`src/hdl/mono_page_framebuffer_draw_assert.svh`:
```
// ----------------------------------------------------------------------------
// mono page framebuffer draw assertion macros
// assertion helpers for the drawing engine, removable with NO_ASSERTIONS
// ----------------------------------------------------------------------------
`ifndef MONO_PAGE_FRAMEBUFFER_DRAW_ASSERT_SVH
`define MONO_PAGE_FRAMEBUFFER_DRAW_ASSERT_SVH
`ifndef NO_ASSERTIONS
`define MPF_ASSERT_IMPL(label, clk, rstn, prop) \
    label: assert property (@(posedge clk) disable iff (!rstn) prop) \
        else $error("assertion failed");
`define MPF_ASSERT_NEVER(label, clk, rstn, expr) \
    label: assert property (@(posedge clk) disable iff (!rstn) !(expr)) \
        else $error("forbidden condition");
`else
`define MPF_ASSERT_IMPL(label, clk, rstn, prop)
`define MPF_ASSERT_NEVER(label, clk, rstn, expr)
`endif
`endif

```
`src/hdl/mpfd_pkg.sv`:
```
// ----------------------------------------------------------------------------
// mpfd_pkg
// shared types and constants of the page framebuffer drawing engine
// ----------------------------------------------------------------------------
package mpfd_pkg;

    localparam int DefScreenWidth  = 128;
    localparam int DefScreenHeight = 64;
    localparam int FrameDepth      = 1024;
    localparam int AddrW           = 10;

    localparam logic [2:0] OP_PIXEL = 3'd0;
    localparam logic [2:0] OP_HLINE = 3'd1;
    localparam logic [2:0] OP_VLINE = 3'd2;
    localparam logic [2:0] OP_FILL  = 3'd3;
    localparam logic [2:0] OP_CLEAR = 3'd4;
    localparam logic [2:0] OP_READ  = 3'd5;

    localparam logic [1:0] PEN_CLEAR  = 2'd0;
    localparam logic [1:0] PEN_SET    = 2'd1;
    localparam logic [1:0] PEN_INVERT = 2'd2;

    // controller to datapath
    typedef struct packed {
        logic load;       // latch command and clip
        logic rd_issue;   // issue memory read at current address
        logic wr_issue;   // write modified byte
        logic clr_issue;  // write zero at sweep address
        logic step;       // advance column or page
        logic clr_step;   // advance sweep address
        logic clr_start;  // reset sweep address
        logic rd_cmd;     // issue read of read_addr
        logic out_load;   // load result register
    } mpfd_cmd_t;

    // datapath to controller
    typedef struct packed {
        logic empty;      // clipped area is empty or pen mode is invalid
        logic last;       // current byte is last of area
        logic clr_last;   // sweep at last address
        logic is_read;
    } mpfd_stat_t;

endpackage

```
`src/hdl/mpfd_ctrl.sv`:
```
// ----------------------------------------------------------------------------
// mpfd_ctrl
// command sequencer: read-modify-write walk, clear sweep and handshake
// ----------------------------------------------------------------------------
module mpfd_ctrl import mpfd_pkg::*; (
    input  logic       aclk,
    input  logic       aresetn,
    input  logic       s_tvalid,
    output logic       s_tready,
    input  logic [2:0] op,
    output logic       m_tvalid,
    input  logic       m_tready,
    input  mpfd_stat_t stat,
    output mpfd_cmd_t  cmd,
    output logic       busy
);

    typedef enum logic [2:0] {
        ST_INIT, ST_IDLE, ST_RD, ST_WR, ST_CLR, ST_RDB, ST_DONE
    } state_t;

    state_t state_reg, state_next;
    logic   m_tvalid_reg, m_tvalid_next;
    logic   accept, out_free;

    assign out_free = !m_tvalid_reg || m_tready;
    assign s_tready = (state_reg == ST_IDLE);
    assign accept   = s_tvalid && s_tready;
    assign m_tvalid = m_tvalid_reg;
    assign busy     = (state_reg != ST_IDLE) && (state_reg != ST_INIT);

    always_comb begin
        state_next    = state_reg;
        m_tvalid_next = m_tvalid_reg && !m_tready;
        cmd           = '0;
        case (state_reg)
            ST_INIT: begin
                cmd.clr_issue = 1'b1;
                cmd.clr_step  = 1'b1;
                if (stat.clr_last) state_next = ST_IDLE;
            end
            ST_IDLE: begin
                if (accept) begin
                    cmd.load = 1'b1;
                    if (op == OP_CLEAR) begin
                        cmd.clr_start = 1'b1;
                        state_next    = ST_CLR;
                    end else if (stat.is_read) begin
                        state_next = ST_RDB;
                    end else if (op <= OP_FILL && !stat.empty) begin
                        state_next = ST_RD;
                    end else begin
                        state_next = ST_DONE;
                    end
                end
            end
            ST_RD: begin
                cmd.rd_issue = 1'b1;
                state_next   = ST_WR;
            end
            ST_WR: begin
                cmd.wr_issue = 1'b1;
                cmd.step     = 1'b1;
                state_next   = stat.last ? ST_DONE : ST_RD;
            end
            ST_CLR: begin
                cmd.clr_issue = 1'b1;
                cmd.clr_step  = 1'b1;
                if (stat.clr_last) state_next = ST_DONE;
            end
            ST_RDB: begin
                cmd.rd_cmd = 1'b1;
                state_next = ST_DONE;
            end
            ST_DONE: begin
                if (out_free) begin
                    cmd.out_load  = 1'b1;
                    m_tvalid_next = 1'b1;
                    state_next    = ST_IDLE;
                end
            end
            default: state_next = ST_IDLE;
        endcase
    end

    always_ff @(posedge aclk) begin
        if (!aresetn) begin
            state_reg    <= ST_INIT;
            m_tvalid_reg <= 1'b0;
        end else begin
            state_reg    <= state_next;
            m_tvalid_reg <= m_tvalid_next;
        end
    end

endmodule

```
`config.mk`:
```
export PLATFORM = sky130hd
export DESIGN_NAME = mpfd_ctrl
export DESIGN_NICKNAME = d
export VERILOG_FILES = /design/src/hdl/mono_page_framebuffer_draw_assert.svh /design/src/hdl/mpfd_pkg.sv /design/src/hdl/mpfd_ctrl.sv
export SDC_FILE = /design/constraint.sdc
export NUM_CORES = 1
export LEC_CHECK = 0
export BUFFER_PORTS_ARGS = -buffer_cell sky130_fd_sc_hd__buf_4
export CORE_AREA = 2 2 39 41
export DETAILED_ROUTE_END_ITERATION = 12
export DIE_AREA = 0 0 41 43
export GPL_TIMING_DRIVEN = 0
export PLACE_DENSITY_LB_ADDON = 0.08
export SLEW_MARGIN = 30
export SYNTH_ARGS = -nofsm -noshare
export SYNTH_HDL_FRONTEND = slang
export SYNTH_SLANG_ARGS = --single-unit
export TNS_END_PERCENT = 30
```
`constraint.sdc`:
```
create_clock -name aclk -period 3.45 [get_ports aclk]
set_input_delay 0.69 -clock aclk [delete_from_list [all_inputs] [get_ports aclk]]
set_output_delay 0.69 -clock aclk [all_outputs]
set_load 0.005 [all_outputs]
```
==> impl_metrics.env <==
export IMPL_cts_sinks=4
export IMPL_synth_seq_cells=4
export IMPL_antenna_cells=0
export IMPL_synth_warning_count=0
export IMPL_setup_tns_ns=0
export IMPL_cts_buffers=3
export IMPL_syn_nets=55
export IMPL_max_slew_worst_pin_slew_ns=0.333
export IMPL_hpwl_um=721
export IMPL_ant_nets=0
export IMPL_hold_path_class="reg -> reg"
export IMPL_seq_area_frac_synth_pct=22.1
export IMPL_synth_top_area_share_pct=22.1
export IMPL_rows=14
export IMPL_startpoint_type="primary input"
export IMPL_power_total_w=0.000150
export IMPL_total_leakage_power_nw=0.261
export IMPL_io_pins=23
export IMPL_skew_ns=0.000274
export IMPL_hold_slack_ns=0.687
export IMPL_routedWlPerCell_um=10.6
export IMPL_place_congestion=0.778
export IMPL_end_kind="output port"
export IMPL_clk_path_buf_depth=2
export IMPL_fmax_mhz=481
export IMPL_required_ns=2.76
export IMPL_ir_drop_mv=0.165
export IMPL_grt_pass1_wl_um=1440
export IMPL_initial_core_util_pct=26.2
export IMPL_hold_buffers=0
export IMPL_cts_tree="done"
export IMPL_regArea_um2=80.1
export IMPL_drt_iter0_drc=3
export IMPL_syn_area_per_cell_um2=8.25
export IMPL_placed_area_um2=548
export IMPL_first_global_vias=383
export IMPL_synth_cell_area_um2=363
export IMPL_root_buffer="clkbuf_4"
export IMPL_arrival_ns=1.39
export IMPL_syn2layout_area_growth_pct=57.2
export IMPL_synth_area_leaders="dfxtp_1 (22%), buf_4 (8.3%), a32o_1 (5.5%)"
export IMPL_fin_crit_sh_pct=60.3
export IMPL_fillers=156
export IMPL_crit_fanout=3
export IMPL_power_density_nw_per_um2=263
export IMPL_layout_nets=82
export IMPL_slew_headroom_pct=77.5
export IMPL_first_pass_iters=2
export IMPL_path_class="in -> out"
export IMPL_grt_start_max_net_pins=11
export IMPL_routed_wirelength_um=902
export IMPL_drive_above_1_share_pct=47.8
export IMPL_slew_violations=0
export IMPL_postCtsResizedCells=0
export IMPL_finalInstanceArea_um2=571
export IMPL_clk_pin_slew_ns=0.04
export IMPL_largest_reg_flops=3
export IMPL_clk_latency_ns=0.23
export IMPL_final_common_cell="buf_4"
export IMPL_finalSetupViolations=0
export IMPL_vias=412
export IMPL_rsz0062_at_grt="false"
export IMPL_multi_input_area_um2=234
export IMPL_core_area_um2=1380
export IMPL_min_period_ns=2.08
export IMPL_rrSetupSlack_ns=2.24
export IMPL_post_cts_buffers=0
export IMPL_via_per_inst=4.85
export IMPL_fp_dieW_um=41
export IMPL_port_buffer_count=22
export IMPL_fp_dieH_um=43
export IMPL_dieArea_um2=1760
export IMPL_finalHoldViolCount=0
export IMPL_max_cap_viol_count=0
export IMPL_outcome="complete, no violations"
export IMPL_syn_instance_count=44
export IMPL_ys_types=26
export IMPL_layout_common_cells="buf_4 (26), nor2_1 (4), dfxtp_1 (4)"
export IMPL_gr_total_overflow=0
export IMPL_antenna_found_initial=0
export IMPL_grtUsageTotal_pct=11.7
export IMPL_drc=0
export IMPL_htreeDepth=1
export IMPL_yosysTopAreaCell="dfxtp_1"
[layer usage]
metal,track usage (%),share of wire (%),vias up
met1,15.7,47,185
met5,0,0,-
met4,8.00,0,0
met2,16.6,46,11
met3,1.57,6.4,0
li1,-,-,216
[Yosys cell counts, drive strengths merged]
cell type	number
a21oi	3
a221oi	1
a311oi	1
a32o	2
and2	1
and3	2
buf	5
dfxtp	4
inv	2
nand2	1
nand2b	1
nand3b	1
nand4b	2
nor2	4
nor2b	1
nor3	3
nor3b	3
o21a	1
o21ai	1
o221ai	1
o41ai	1
or2	2
xnor2	1
[cells by family after synthesis]
group                     after synthesis  share of synthesized area, %
and+or+nand+nor                        21                          37.6
AOI/OAI and AO/OA                      11                          24.5
buffers and inverters                   7                          13.4
DFF                                     4                          22.1
xor gates and xnor gates                1                          2.41
[through the flow]
| stage | std cells | utilization (%) | worst slack [ns] |
|---|---|---|---|
| 4_1_cts | 85 | 41.2 | 1.36 |
| 2_1_floorplan | 44 | - | 1.64 |
| 5_1_grt | 85 | 41.2 | 1.26 |
| 3_3_place_gp | 82 | 39.6 | 1.34 |
| 3_5_place_dp | 82 | 39.6 | 1.36 |
| 6_report | 85 | 41.2 | 1.37 |
[power by group]
group	switching (W)	total, W	internal, W
logic	0.0000180	0.0000443	0.0000263
registers	0.00000167	0.0000499	0.0000482
clock network	0.0000169	0.0000557	0.0000388
[cell type report]
class                   count  area share, %
inverters                   2           1.32
clock buffers               3           3.95
repair buffers             22           28.9
flip-flops and latches      4           14.0
multi-input cells          33           41.0
well taps                  16           3.51
plain buffers               5           7.24
[critical path, stage by stage]
cell and delay, ns:
buf_4 0.11, nor3b_1 0.29, and3_1 0.20, buf_4 0.10
[path summary, 6_finish.rpt]
check / depth (start not counted) / start / end
setup / recovery: 4 / op[0] / cmd[2]
setup reg to reg: 4 / state_reg[0] / state_reg[0]
hold reg to reg: 2 / m_tvalid / m_tvalid
hold / removal: 2 / m_tvalid / m_tvalid
No activity file was read; power rests on OpenSTA's default activity.
